==> config.mk <==
export PLATFORM = sky130hd
export DESIGN_NAME = timeout_frame_receiver_xor_check_core
export DESIGN_NICKNAME = d
export VERILOG_FILES = /design/src/sv/tfrx_pkg.sv /design/src/sv/tfrx_ram.sv /design/src/sv/tfrx_eval.sv /design/src/sv/timeout_frame_receiver_xor_check_core.sv
export VERILOG_INCLUDE_DIRS = /design/src /design/src/sv
export SDC_FILE = /design/constraint.sdc
export NUM_CORES = 1
export LEC_CHECK = 0
export ABC_CLOCK_PERIOD_IN_PS = 3000
export BUFFER_PORTS_ARGS = -buffer_cell sky130_fd_sc_hd__buf_2
export CORE_UTILIZATION = 55
export CTS_CLUSTER_DIAMETER = 120
export CTS_CLUSTER_SIZE = 10
export DETAILED_ROUTE_END_ITERATION = 12
export GPL_TIMING_DRIVEN = 0
export PLACE_DENSITY = 0.74
export RECOVER_POWER = 100
export SETUP_SLACK_MARGIN = 0.02
export SYNTH_ARGS = -nofsm -noshare
export SYNTH_HDL_FRONTEND = slang
export SYNTH_SLANG_ARGS = --single-unit
==> constraint.sdc <==
create_clock -name i_clk -period 3 [get_ports i_clk]
set_input_delay 0.3 -clock i_clk [delete_from_list [all_inputs] [get_ports i_clk]]
set_output_delay 0.3 -clock i_clk [all_outputs]
set_load 0.005 [all_outputs]
==> src/sv/timeout_frame_receiver_xor_check_core_defines.svh <==
// ---------------------------------------------------------------------------
// Assertion macros for the timeout frame receiver
// Concurrent assertion wrappers that compile away when ASSERT_OFF is set.
// ---------------------------------------------------------------------------
`ifndef TIMEOUT_FRAME_RECEIVER_XOR_CHECK_CORE_DEFINES_SVH
`define TIMEOUT_FRAME_RECEIVER_XOR_CHECK_CORE_DEFINES_SVH

`ifndef ASSERT_OFF

// Property checked on every clock edge outside reset.
`define TFRX_ASSERT(lbl, clk, rst_n, prop) \
    lbl: assert property (@(posedge clk) disable iff (!rst_n) (prop)) \
        else $error("tfrx assertion failed");

// Property checked on every clock edge, reset included.
`define TFRX_ASSERT_ALWAYS(lbl, clk, prop) \
    lbl: assert property (@(posedge clk) (prop)) \
        else $error("tfrx assertion failed");

`else

`define TFRX_ASSERT(lbl, clk, rst_n, prop)
`define TFRX_ASSERT_ALWAYS(lbl, clk, prop)

`endif

`endif

==> src/sv/tfrx_pkg.sv <==
// ---------------------------------------------------------------------------
// tfrx_pkg
// Shared types, codes and frame constants of the timeout frame receiver.
// ---------------------------------------------------------------------------
package tfrx_pkg;

    localparam int BYTE_W      = 8;
    localparam int FLEN_W      = 6;
    localparam int MAX_RESULTS = 64;
    localparam int HDR_LEN     = 3;

    localparam logic [BYTE_W-1:0] CH_L      = 8'h4C;
    localparam logic [BYTE_W-1:0] CH_D      = 8'h44;
    localparam logic [BYTE_W-1:0] CH_N      = 8'h4E;
    localparam logic [BYTE_W-1:0] CH_A      = 8'h61;
    localparam logic [BYTE_W-1:0] CH_M      = 8'h6D;
    localparam logic [BYTE_W-1:0] SUM_ZERO  = 8'hFF;

    typedef enum logic [0:0] {
        CFG_IDLE_TIMEOUT = 1'b0,
        CFG_CHECK_MODE   = 1'b1
    } t_cfg_idx;

    typedef enum logic [0:0] {
        REQ_BYTE = 1'b0,
        REQ_TICK = 1'b1
    } t_req;

    typedef enum logic [2:0] {
        STAT_VALID   = 3'd0,
        STAT_BAD_HDR = 3'd1,
        STAT_BAD_TRL = 3'd2,
        STAT_BAD_SUM = 3'd3,
        STAT_RAW     = 3'd4
    } t_status;

    typedef enum logic [1:0] {
        KIND_RAW,
        KIND_CHK,
        KIND_DATA
    } t_kind;

    typedef enum logic [2:0] {
        ST_IDLE,
        ST_RAW,
        ST_CHK,
        ST_CHK_WAIT,
        ST_DECIDE,
        ST_DATA,
        ST_DRAIN
    } t_state;

    // Tag that travels with a buffer read until its data returns.
    typedef struct packed {
        logic  vld;
        t_kind kind;
        logic  last;
    } t_tag;

    // Verdict of the frame check walk.
    typedef struct packed {
        logic hdr_bad;
        logic trl_bad;
        logic sum_bad;
    } t_chk_flags;

    // Expected header character at a header position.
    function automatic logic [BYTE_W-1:0] hdr_char(input logic [1:0] pos);
        logic [BYTE_W-1:0] c;
        unique case (pos)
            2'd0:    c = CH_L;
            2'd1:    c = CH_D;
            2'd2:    c = CH_N;
            default: c = '0;
        endcase
        return c;
    endfunction

endpackage

==> src/sv/tfrx_ram.sv <==
// ---------------------------------------------------------------------------
// tfrx_ram
// Generic single write port, single read port RAM with registered read.
// ---------------------------------------------------------------------------
module tfrx_ram #(
    parameter int WIDTH = 8,
    parameter int DEPTH = 64
) (
    input  logic                     i_clk,
    input  logic                     i_we,
    input  logic [$clog2(DEPTH)-1:0] i_waddr,
    input  logic [WIDTH-1:0]         i_wdata,
    input  logic                     i_re,
    input  logic [$clog2(DEPTH)-1:0] i_raddr,
    output logic [WIDTH-1:0]         o_rdata
);

    logic [WIDTH-1:0] r_mem [DEPTH];
    logic [WIDTH-1:0] r_rdata;

    always_ff @(posedge i_clk) begin
        if (i_we) begin
            r_mem[i_waddr] <= i_wdata;
        end
        if (i_re) begin
            r_rdata <= r_mem[i_raddr];
        end
    end

    assign o_rdata = r_rdata;

endmodule

==> src/sv/tfrx_eval.sv <==
// ---------------------------------------------------------------------------
// tfrx_eval
// Frame check datapath: header, XOR group sums and trailer, one byte a cycle.
// ---------------------------------------------------------------------------
`include "timeout_frame_receiver_xor_check_core_defines.svh"

module tfrx_eval
    import tfrx_pkg::*;
#(
    parameter int BUFFER_DEPTH = 64,
    parameter int GROUP_COUNT  = 4,
    parameter int GROUP_BYTES  = 10
) (
    input  logic                            i_clk,
    input  logic                            i_rst_n,
    input  logic                            i_clear,
    input  logic                            i_vld,
    input  logic [$clog2(BUFFER_DEPTH)-1:0] i_addr,
    input  logic [BYTE_W-1:0]               i_data,
    output t_chk_flags                      o_flags
);

    localparam int AW         = $clog2(BUFFER_DEPTH);
    localparam int GW         = (GROUP_COUNT > 1) ? $clog2(GROUP_COUNT) : 1;
    localparam int CW         = (GROUP_BYTES > 1) ? $clog2(GROUP_BYTES) : 1;
    localparam int SUM_BASE   = HDR_LEN + GROUP_COUNT * GROUP_BYTES;
    localparam int TRAIL_BASE = SUM_BASE + GROUP_COUNT;

    logic [BYTE_W-1:0] r_sums [GROUP_COUNT];
    logic [GW-1:0]     r_grp;
    logic [CW-1:0]     r_gcnt;
    t_chk_flags        r_flags;

    logic [GW-1:0]     grp_next;
    logic [BYTE_W-1:0] sum_fixed;
    logic              in_hdr;
    logic              in_data;
    logic              in_sums;

    assign grp_next  = (r_grp == GW'(GROUP_COUNT - 1)) ? '0 : r_grp + 1'b1;
    // A group sum of zero goes on the wire as all ones.
    assign sum_fixed = (r_sums[r_grp] == '0) ? SUM_ZERO : r_sums[r_grp];
    assign in_hdr    = i_addr < AW'(HDR_LEN);
    assign in_data   = !in_hdr && (i_addr < AW'(SUM_BASE));
    assign in_sums   = !in_hdr && !in_data && (i_addr < AW'(TRAIL_BASE));

    always_ff @(posedge i_clk) begin
        if (i_clear) begin
            for (int g = 0; g < GROUP_COUNT; g++) begin
                r_sums[g] <= '0;
            end
        end else if (i_vld && in_data) begin
            r_sums[r_grp] <= r_sums[r_grp] ^ i_data;
        end else if (i_vld && in_sums) begin
            r_sums[r_grp] <= sum_fixed;
        end
    end

    always_ff @(posedge i_clk) begin
        if (!i_rst_n) begin
            r_grp   <= '0;
            r_gcnt  <= '0;
            r_flags <= '0;
        end else if (i_clear) begin
            r_grp   <= '0;
            r_gcnt  <= '0;
            r_flags <= '0;
        end else if (i_vld) begin
            priority if (in_hdr) begin
                if (i_data != hdr_char(i_addr[1:0])) begin
                    r_flags.hdr_bad <= 1'b1;
                end
            end else if (in_data) begin
                if (r_gcnt == CW'(GROUP_BYTES - 1)) begin
                    r_gcnt <= '0;
                    r_grp  <= grp_next;
                end else begin
                    r_gcnt <= r_gcnt + 1'b1;
                end
            end else if (in_sums) begin
                if (sum_fixed != i_data) begin
                    r_flags.sum_bad <= 1'b1;
                end
                r_grp <= grp_next;
            end else if (i_addr == AW'(TRAIL_BASE)) begin
                if (i_data != CH_A) begin
                    r_flags.trl_bad <= 1'b1;
                end
            end else if (i_addr == AW'(TRAIL_BASE + 1)) begin
                if (i_data != CH_M) begin
                    r_flags.trl_bad <= 1'b1;
                end
            end else begin
                r_flags <= r_flags;
            end
        end
    end

    assign o_flags = r_flags;

    `TFRX_ASSERT(a_grp_in_range, i_clk, i_rst_n, r_grp <= GW'(GROUP_COUNT - 1))
    `TFRX_ASSERT(a_clear_flags, i_clk, i_rst_n, i_clear |=> (r_flags == '0))

endmodule

==> src/sv/timeout_frame_receiver_xor_check_core.sv <==
// ---------------------------------------------------------------------------
// timeout_frame_receiver_xor_check_core
// Idle-timeout frame receiver with header, trailer and XOR group check.
// ---------------------------------------------------------------------------
// Usage:
// An item is taken when start is high and busy is low. With i_req_type at
// zero it is a received byte, stored in the frame buffer; with it at one it
// is a timer tick. Bytes and ticks that do not end a frame produce no
// result, so busy stays low.
// The tick that runs the idle counter down to zero ends the frame. Busy
// then rises while a sequencer walks the buffer RAM, one read a cycle,
// through its registered read port. A raw frame of n bytes gives
// min(n,63) results at the default depth, on consecutive cycles. A checked
// frame first walks the header, data, sum and trailer positions
// (TRAIL_BASE + 2 reads, 49 by default) and decides in ST_DECIDE after a
// ST_CHK_WAIT state: a failed frame gives its single status result as busy
// falls. A good frame then walks the data bytes again (40 by default).
// Each result is shown for one cycle on o_strobe; the receiver cannot stall.
// Configuration writes are always ready outside reset and are meant to be
// made while busy is low. Reset empties the buffer at once through per-entry
// valid bits, so no clearing pass is needed; the same bits clear the buffer
// after a good frame.
// ---------------------------------------------------------------------------
`include "timeout_frame_receiver_xor_check_core_defines.svh"

module timeout_frame_receiver_xor_check_core
    import tfrx_pkg::*;
#(
    parameter int BUFFER_DEPTH = 64,
    parameter int GROUP_COUNT  = 4,
    parameter int GROUP_BYTES  = 10
) (
    input  logic              i_clk,
    input  logic              i_rst_n,
    // Item channel.
    input  logic              start,
    output logic              busy,
    input  logic              i_req_type,
    input  logic [BYTE_W-1:0] i_rx_byte,
    // Configuration write channel.
    input  logic              i_cfg_valid,
    output logic              o_cfg_ready,
    input  logic              i_cfg_index,
    input  logic [BYTE_W-1:0] i_cfg_data,
    // Result channel.
    output logic              o_strobe,
    output logic [BYTE_W-1:0] o_out_byte,
    output logic [2:0]        o_status,
    output logic [FLEN_W-1:0] o_frame_length,
    output logic              o_last
);

    localparam int AW         = $clog2(BUFFER_DEPTH);
    localparam int SUM_BASE   = HDR_LEN + GROUP_COUNT * GROUP_BYTES;
    localparam int TRAIL_BASE = SUM_BASE + GROUP_COUNT;

    // Sequencer control decoded from the state.
    typedef struct packed {
        logic  issue;
        t_kind kind;
        logic  at_end;
        logic  clear_valid;
        logic  fail;
    } t_ctrl;

    // Configuration registers.
    logic [BYTE_W-1:0] r_timeout;
    logic              r_check_mode;

    // Receive side state.
    logic [AW-1:0]           r_wi;
    logic [BYTE_W-1:0]       r_idle;
    logic [BUFFER_DEPTH-1:0] r_valid;

    // Walk sequencer.
    t_state        r_state;
    t_state        n_state;
    t_ctrl         ctrl;
    logic [AW-1:0] r_addr;
    logic [AW-1:0] r_end;
    logic [AW-1:0] r_len;

    // Read return stage.
    t_tag          r_ret;
    logic [AW-1:0] r_ret_addr;
    logic          r_rd_vld;
    logic [BYTE_W-1:0] ram_q;
    logic [BYTE_W-1:0] ret_byte;

    // Result registers.
    logic              r_strobe;
    logic [BYTE_W-1:0] r_out_byte;
    t_status           r_status;
    logic              r_last;
    logic              n_strobe;
    logic [BYTE_W-1:0] n_out_byte;
    t_status           n_status;
    logic              n_last;

    t_chk_flags flags;
    t_status    fail_code;

    logic          accept;
    logic          is_byte;
    logic          frame_end;
    logic          ram_we;
    logic [BYTE_W-1:0] ram_wdata;
    logic [AW:0]   len_ext;
    logic [AW-1:0] raw_end;

    assign busy        = (r_state != ST_IDLE) || !i_rst_n;
    assign o_cfg_ready = i_rst_n;
    assign accept      = start && !busy;
    assign is_byte     = (i_req_type == REQ_BYTE);

    // The tick that takes the counter from one to zero closes the frame; an
    // empty frame closes without results and without touching the buffer.
    assign frame_end = accept && !is_byte && (r_idle == 8'd1) && (r_wi != '0);

    // Bytes and the zero terminator share the single write port at r_wi.
    // The walk only starts after that write, so busy is the interlock
    // between the write side and the reads of the walk.
    assign ram_we    = (accept && is_byte) || frame_end;
    assign ram_wdata = is_byte ? i_rx_byte : '0;

    // Raw frames report at most MAX_RESULTS bytes.
    assign len_ext = {1'b0, r_wi};
    assign raw_end = (len_ext > (AW + 1)'(MAX_RESULTS)) ? AW'(MAX_RESULTS - 1)
                                                        : r_wi - 1'b1;

    // Configuration registers.
    always_ff @(posedge i_clk) begin
        if (!i_rst_n) begin
            r_timeout    <= 8'd10;
            r_check_mode <= 1'b1;
        end else if (i_cfg_valid && o_cfg_ready) begin
            unique case (t_cfg_idx'(i_cfg_index))
                CFG_IDLE_TIMEOUT: r_timeout    <= i_cfg_data;
                CFG_CHECK_MODE:   r_check_mode <= i_cfg_data[0];
                default:          r_timeout    <= r_timeout;
            endcase
        end
    end

    // Write index, idle counter and buffer valid bits.
    always_ff @(posedge i_clk) begin
        if (!i_rst_n) begin
            r_wi    <= '0;
            r_idle  <= '0;
            r_valid <= '0;
        end else begin
            if (accept && is_byte) begin
                r_valid[r_wi] <= 1'b1;
                // The index parks on the last entry once the buffer is full.
                if (r_wi != AW'(BUFFER_DEPTH - 1)) begin
                    r_wi <= r_wi + 1'b1;
                end
                r_idle <= r_timeout;
            end else if (accept && (r_idle != '0)) begin
                r_idle <= r_idle - 1'b1;
                if (r_idle == 8'd1) begin
                    r_wi <= '0;
                end
                if (frame_end) begin
                    r_valid[r_wi] <= 1'b1;
                end
            end
            // A good frame empties the whole buffer at once.
            if (ctrl.clear_valid) begin
                r_valid <= '0;
            end
        end
    end

    tfrx_ram #(
        .WIDTH (BYTE_W),
        .DEPTH (BUFFER_DEPTH)
    ) u_buf (
        .i_clk   (i_clk),
        .i_we    (ram_we),
        .i_waddr (r_wi),
        .i_wdata (ram_wdata),
        .i_re    (ctrl.issue),
        .i_raddr (r_addr),
        .o_rdata (ram_q)
    );

    // Next state of the walk sequencer.
    always_comb begin
        n_state = r_state;
        unique case (r_state)
            ST_IDLE: begin
                if (frame_end) begin
                    n_state = r_check_mode ? ST_CHK : ST_RAW;
                end
            end
            ST_RAW: begin
                if (r_addr == r_end) begin
                    n_state = ST_DRAIN;
                end
            end
            ST_CHK: begin
                if (r_addr == r_end) begin
                    n_state = ST_CHK_WAIT;
                end
            end
            ST_CHK_WAIT: n_state = ST_DECIDE;
            ST_DECIDE: begin
                n_state = (flags != '0) ? ST_IDLE : ST_DATA;
            end
            ST_DATA: begin
                if (r_addr == r_end) begin
                    n_state = ST_DRAIN;
                end
            end
            ST_DRAIN: n_state = ST_IDLE;
            default:  n_state = ST_IDLE;
        endcase
    end

    // Control outputs of the walk sequencer.
    always_comb begin
        ctrl = '0;
        ctrl.kind   = KIND_RAW;
        ctrl.at_end = (r_addr == r_end);
        unique case (r_state)
            ST_RAW: begin
                ctrl.issue = 1'b1;
                ctrl.kind  = KIND_RAW;
            end
            ST_CHK: begin
                ctrl.issue = 1'b1;
                ctrl.kind  = KIND_CHK;
            end
            ST_DATA: begin
                ctrl.issue       = 1'b1;
                ctrl.kind        = KIND_DATA;
                ctrl.clear_valid = ctrl.at_end;
            end
            ST_DECIDE: ctrl.fail = (flags != '0);
            default:   ctrl.issue = 1'b0;
        endcase
    end

    // Sequencer registers and read return stage.
    always_ff @(posedge i_clk) begin
        if (!i_rst_n) begin
            r_state   <= ST_IDLE;
            r_ret.vld <= 1'b0;
        end else begin
            r_state   <= n_state;
            r_ret.vld <= ctrl.issue;
        end
        r_ret.kind <= ctrl.kind;
        r_ret.last <= ctrl.at_end;
        r_ret_addr <= r_addr;
        r_rd_vld   <= r_valid[r_addr];
        if (frame_end) begin
            r_len  <= r_wi;
            r_addr <= '0;
            r_end  <= r_check_mode ? AW'(TRAIL_BASE + 1) : raw_end;
        end else if (r_state == ST_DECIDE) begin
            // The second walk covers only the data bytes.
            r_addr <= AW'(HDR_LEN);
            r_end  <= AW'(SUM_BASE - 1);
        end else if (ctrl.issue) begin
            r_addr <= r_addr + 1'b1;
        end
    end

    // Entries never written since reset or since the last clear read as zero.
    assign ret_byte = r_rd_vld ? ram_q : '0;

    tfrx_eval #(
        .BUFFER_DEPTH (BUFFER_DEPTH),
        .GROUP_COUNT  (GROUP_COUNT),
        .GROUP_BYTES  (GROUP_BYTES)
    ) u_eval (
        .i_clk   (i_clk),
        .i_rst_n (i_rst_n),
        .i_clear (frame_end),
        .i_vld   (r_ret.vld && (r_ret.kind == KIND_CHK)),
        .i_addr  (r_ret_addr),
        .i_data  (ret_byte),
        .o_flags (flags)
    );

    // Header failures win over trailer failures, which win over sums.
    always_comb begin
        priority if (flags.hdr_bad) begin
            fail_code = STAT_BAD_HDR;
        end else if (flags.trl_bad) begin
            fail_code = STAT_BAD_TRL;
        end else begin
            fail_code = STAT_BAD_SUM;
        end
    end

    // Result selection: streamed buffer bytes or the single status item.
    always_comb begin
        n_strobe   = ctrl.fail || (r_ret.vld && (r_ret.kind != KIND_CHK));
        n_out_byte = ctrl.fail ? '0 : ret_byte;
        n_last     = ctrl.fail || r_ret.last;
        if (ctrl.fail) begin
            n_status = fail_code;
        end else if (r_ret.kind == KIND_RAW) begin
            n_status = STAT_RAW;
        end else begin
            n_status = STAT_VALID;
        end
    end

    always_ff @(posedge i_clk) begin
        if (!i_rst_n) begin
            r_strobe <= 1'b0;
        end else begin
            r_strobe <= n_strobe;
        end
        r_out_byte <= n_out_byte;
        r_status   <= n_status;
        r_last     <= n_last;
    end

    assign o_strobe       = r_strobe;
    assign o_out_byte     = r_out_byte;
    assign o_status       = r_status;
    assign o_frame_length = r_len[FLEN_W-1:0];
    assign o_last         = r_last;

    `TFRX_ASSERT(a_last_then_quiet, i_clk, i_rst_n, (r_strobe && r_last) |=> !r_strobe)
    `TFRX_ASSERT(a_more_while_busy, i_clk, i_rst_n, (r_strobe && !r_last) |-> busy)
    `TFRX_ASSERT(a_decide_drained, i_clk, i_rst_n, (r_state == ST_DECIDE) |-> !r_ret.vld)
    `TFRX_ASSERT(a_clear_empties, i_clk, i_rst_n, ctrl.clear_valid |=> (r_valid == '0))

endmodule
==> qor.yml <==
power_and_ir_drop:
  power.internal_w: 0.01639
  p_sw_w: 0.004916
  p_leak_nw: 10.05
  p_seq_share_pct: 49.2
  p_per_area_nw_per_um2: 658.0
  switching_share_pct: 23.07
  power_frac_clock_pct: 40.2
  p_comb_share_pct: 10.6
  vdd_drop_max_uv: 431.3
  p_total_w: 0.02131
final_layout:
  nets: 1831
  fin_util_pct: 64.55
  seqCellArea_um2: 19560
  layout_commonest_cell: "edfxtp_1"
  final_cell_mix: "edfxtp_1, mux4_2, nor2_1"
  multi_input_area_um2: 8473
  drive_gt1_share_pct: 27.14
  fillCellCount: 3307
  area_growth_pct: 15.54
min_path:
  holdPathStages: 4
  hp-start: "i_req_type"
  min_path_type: "input pin to register"
  hold_path_end: "r_wi[0]$_SDFFE_PN0P_"
clock_network:
  clkTransAtPathRegs_ps: 60
  tritoncts: "built"
  cts_buffers: 79
  clockRootBuffer: "clkbuf_16"
  cts_buffer_depth: 3
  cts_sinks: 695
  cts-htree-levels: 3
  clk_latency_ps: 630
grt:
  grt_start_max_net_pins: 45
  grt_util_met1_pct: 35.42
  grt_antenna_before_repair: 0
  grt_use_met3_pct: 4.450
  top_usage_layer: "met2"
  grt_pass1_wl_mm: 98.54
  grt_pass1_vias: 15576
  track_usage_pct: 25.79
  grt_util_met2_pct: 40.92
  grt-ovfl-total: 0
critical_path:
  crit_path_end_kind: "register"
  r2r_slack_ps: -10
  crit_chain: "buf_2, buf_6, buf_8, mux4_2, mux4_2, mux4_2"
  slowest_delay_ps: 600
  cp.required_ps: 3350
  crit_slowest_cell: "mux4_2"
  worst_path_most_repeated_cell: "mux4_2"
  reg2reg_to: "u_buf.o_rdata[5]$_DFFE_PP_"
  arrival_ps: 3360
  cp_top_family: "multiplexers"
  ff2ff_path_depth: 6
  worstPathMaxFanout: 10
  path_buf_inv: 3
  r2r-start: "r_addr[0]$_SDFFE_PP0P_"
  worstSetupPathType: "register to register"
  start_kind: "register"
sta:
  period_needed_ps: 3010
  worst_pin_slew_ps: 1635
  relSlewSlack_pct: -9.463
  setup-tns-final_ps: -10.36
  fmax_ghz: 0.3322
  setup_ws_ps: -10.36
  setup_viol: 1
  skew_ps: 21.02
  holdWs_ps: 162.7
  slew_violations: 97
  finalCritPeriodShare_pct: 100.3
  rsz0062_at_grt: "true"
  hold_violations: 0
routing:
  vias_per_cell: 6.277
  dr.pass1.iters: 7
  ant_nets: 0
  drt-total-wl_mm: 66.07
  drc_errors: 0
  wire_per_inst_um: 26.19
  drt-initial-drc-count: 1808
  vias: 15837
placed_design:
  portBuffers: 42
  hpwl_mm: 43.58
  place_congestion: 0.9203
floorplan:
  core.rowCount: 82
  die_area_um2: 51870
  start_util_pct: 55.87
  die_y_um: 227.8
  core_um2: 50170
  die_width_um: 227.8
  ioPinCount: 43
job:
  max-cap-violations: 4
run_status:
  violations: "max-capacitance violations, max-slew violations, negative setup slack"
  status: "complete, but fails checks"
synthesis:
  ys_seq_elements: 695
  syn_avg_cell_area_um2: 17.11
  ys.flop_type: "edfxtp_1"
  yosysSeqAreaShare_pct: 69.77
  ys_async_sr_fraction_pct: 0
  ys_warn_count: 0
  synthCells: 1638
  syn_nets: 1668
  netlist_area_um2: 28030
  synth_cell_type_count: 71
  synth_edf_count: 564
==> final cells by class <==
cell class                 count  area share [%]
timing repair buffer          84           1.854
sequential                   695           60.39
inverter                      23          0.2666
buffer                        94           1.808
tap                          672           2.596
antenna                        1        0.007726
multi-input combinational    824           26.16
clock buffer                 123           6.614
clock inverter                 7          0.3013
==> cells in the mapped netlist, types with 8 or more instances <==
library cell,count,share of area [%]
inv_1,22,0.29
nor3_1,11,0.20
nor2b_1,15,0.33
buf_1,13,0.17
a21oi_1,83,1.5
edfxtp_1,564,60
buf_2,11,0.20
xnor2_1,17,0.53
dfxtp_1,131,9.4
a31oi_1,13,0.29
nand2_1,72,0.96
or3_1,8,0.18
nand3_1,22,0.39
clkbuf_1,50,0.67
nor2_1,194,2.6
o21ai_0,26,0.46
mux4_2,197,16
ha_1,8,0.36
xor2_1,10,0.31
a21boi_0,11,0.29
buf_6,9,0.36
o22ai_1,11,0.25
and3_1,12,0.27
buf_4,13,0.35
==> state kept, by name (all words and copies together), names as in the netlist, 8 cells and up, named ones only <==
name / count
u_buf.o_rdata: 8
u_eval.r_sums: 32
r_valid: 64
r_timeout: 8
u_buf.r_mem: 512
o_out_byte: 8
r_idle: 8
==> metrics by stage <==
| stage | std cells | setup slack [ps] | cell area, µm² |
|---|---|---|---|
| 2_1_floorplan | 1638 | 119.9 | 28030 |
| 4_1_cts | 2509 | 17.52 | 32250 |
| 3_5_place_dp | 2360 | -904.0 | 29320 |
| 5_1_grt | 2522 | -65.31 | 32380 |
| 3_3_place_gp | 2352 | -2305 | 29080 |
| 6_report | 2523 | -10.36 | 32390 |
==> worst register-to-register path, stage by stage (launching register included) <==
cell and delay, ps:
dfxtp_1 420, buf_2 190, buf_6 200, buf_8 220, mux4_2 550, mux4_2 610
mux4_2 540
==> timing repair <==
| item | in CTS | in global routing |
|---|---|---|
| buffers inserted | 11 | 13 |
| setup endpoints to repair | 589 | 539 |
| gates cloned | 0 | 0 |
| resized for setup | 149 | 40 |
| endpoints found under the hold margin | 9 | 0 |
| pin swaps | 9 | 1 |
| hold buffers | 10 | 0 |
==> cell families (layout without fill, tap and decap cells) <==
kind of cell,after synthesis,in the layout,synth area share [%]
mux,201,201,15.97
fa+ha+maj,8,8,0.3571
xor+xnor,27,27,0.8436
flops,695,695,69.77
other cells,0,1,0
compound gates,186,186,4.133
simple gates,402,402,6.865
buf+inv,119,331,2.058
==> power by group through the flow <==
stage | clock [W] | combinational [W] | sequential, W
after floorplan | 0 | 0.00150 | 0.0107
after CTS | 0.00865 | 0.00228 | 0.0105
after detailed placement | 0 | 0.00222 | 0.0107
after global routing | 0.00902 | 0.00237 | 0.0105
after global placement | 0 | 0.00215 | 0.0107
final | 0.00856 | 0.00226 | 0.0105
==> routing by layer <==
| layer | part of all wire [%] | wire (µm) | vias to the layer above |
|---|---|---|---|
| met5 | 0 | 0 | - |
| met4 | 3.8 | 2530 | 0 |
| met3 | 8.4 | 5557 | 140 |
| li1 | - | - | 6816 |
| met1 | 40 | 26100 | 8104 |
| met2 | 48 | 31880 | 777 |
==> how the worst max path moves through the flow <==
stage                                   end              startpoint  cells past startpoint  slack, ps
6_report         u_buf.o_rdata[5]$_DFFE_PP_  r_addr[0]$_SDFFE_PP0P_                      6        -10
3_5_place_dp   u_buf.r_mem[38][3]$_DFFE_PP_    r_wi[0]$_SDFFE_PN0P_                      8       -900
3_3_place_gp   u_buf.r_mem[58][1]$_DFFE_PP_              i_req_type                      4      -2300
2_1_floorplan   u_buf.r_mem[0][0]$_DFFE_PP_              i_req_type                      3        120
4_1_cts          u_buf.o_rdata[5]$_DFFE_PP_  r_addr[0]$_SDFFE_PP0P_                      6         20
5_1_grt         u_buf.r_mem[8][2]$_DFFE_PP_    r_wi[1]$_SDFFE_PN0P_                      7        -70
No activity file was read; power rests on OpenSTA's default activity.
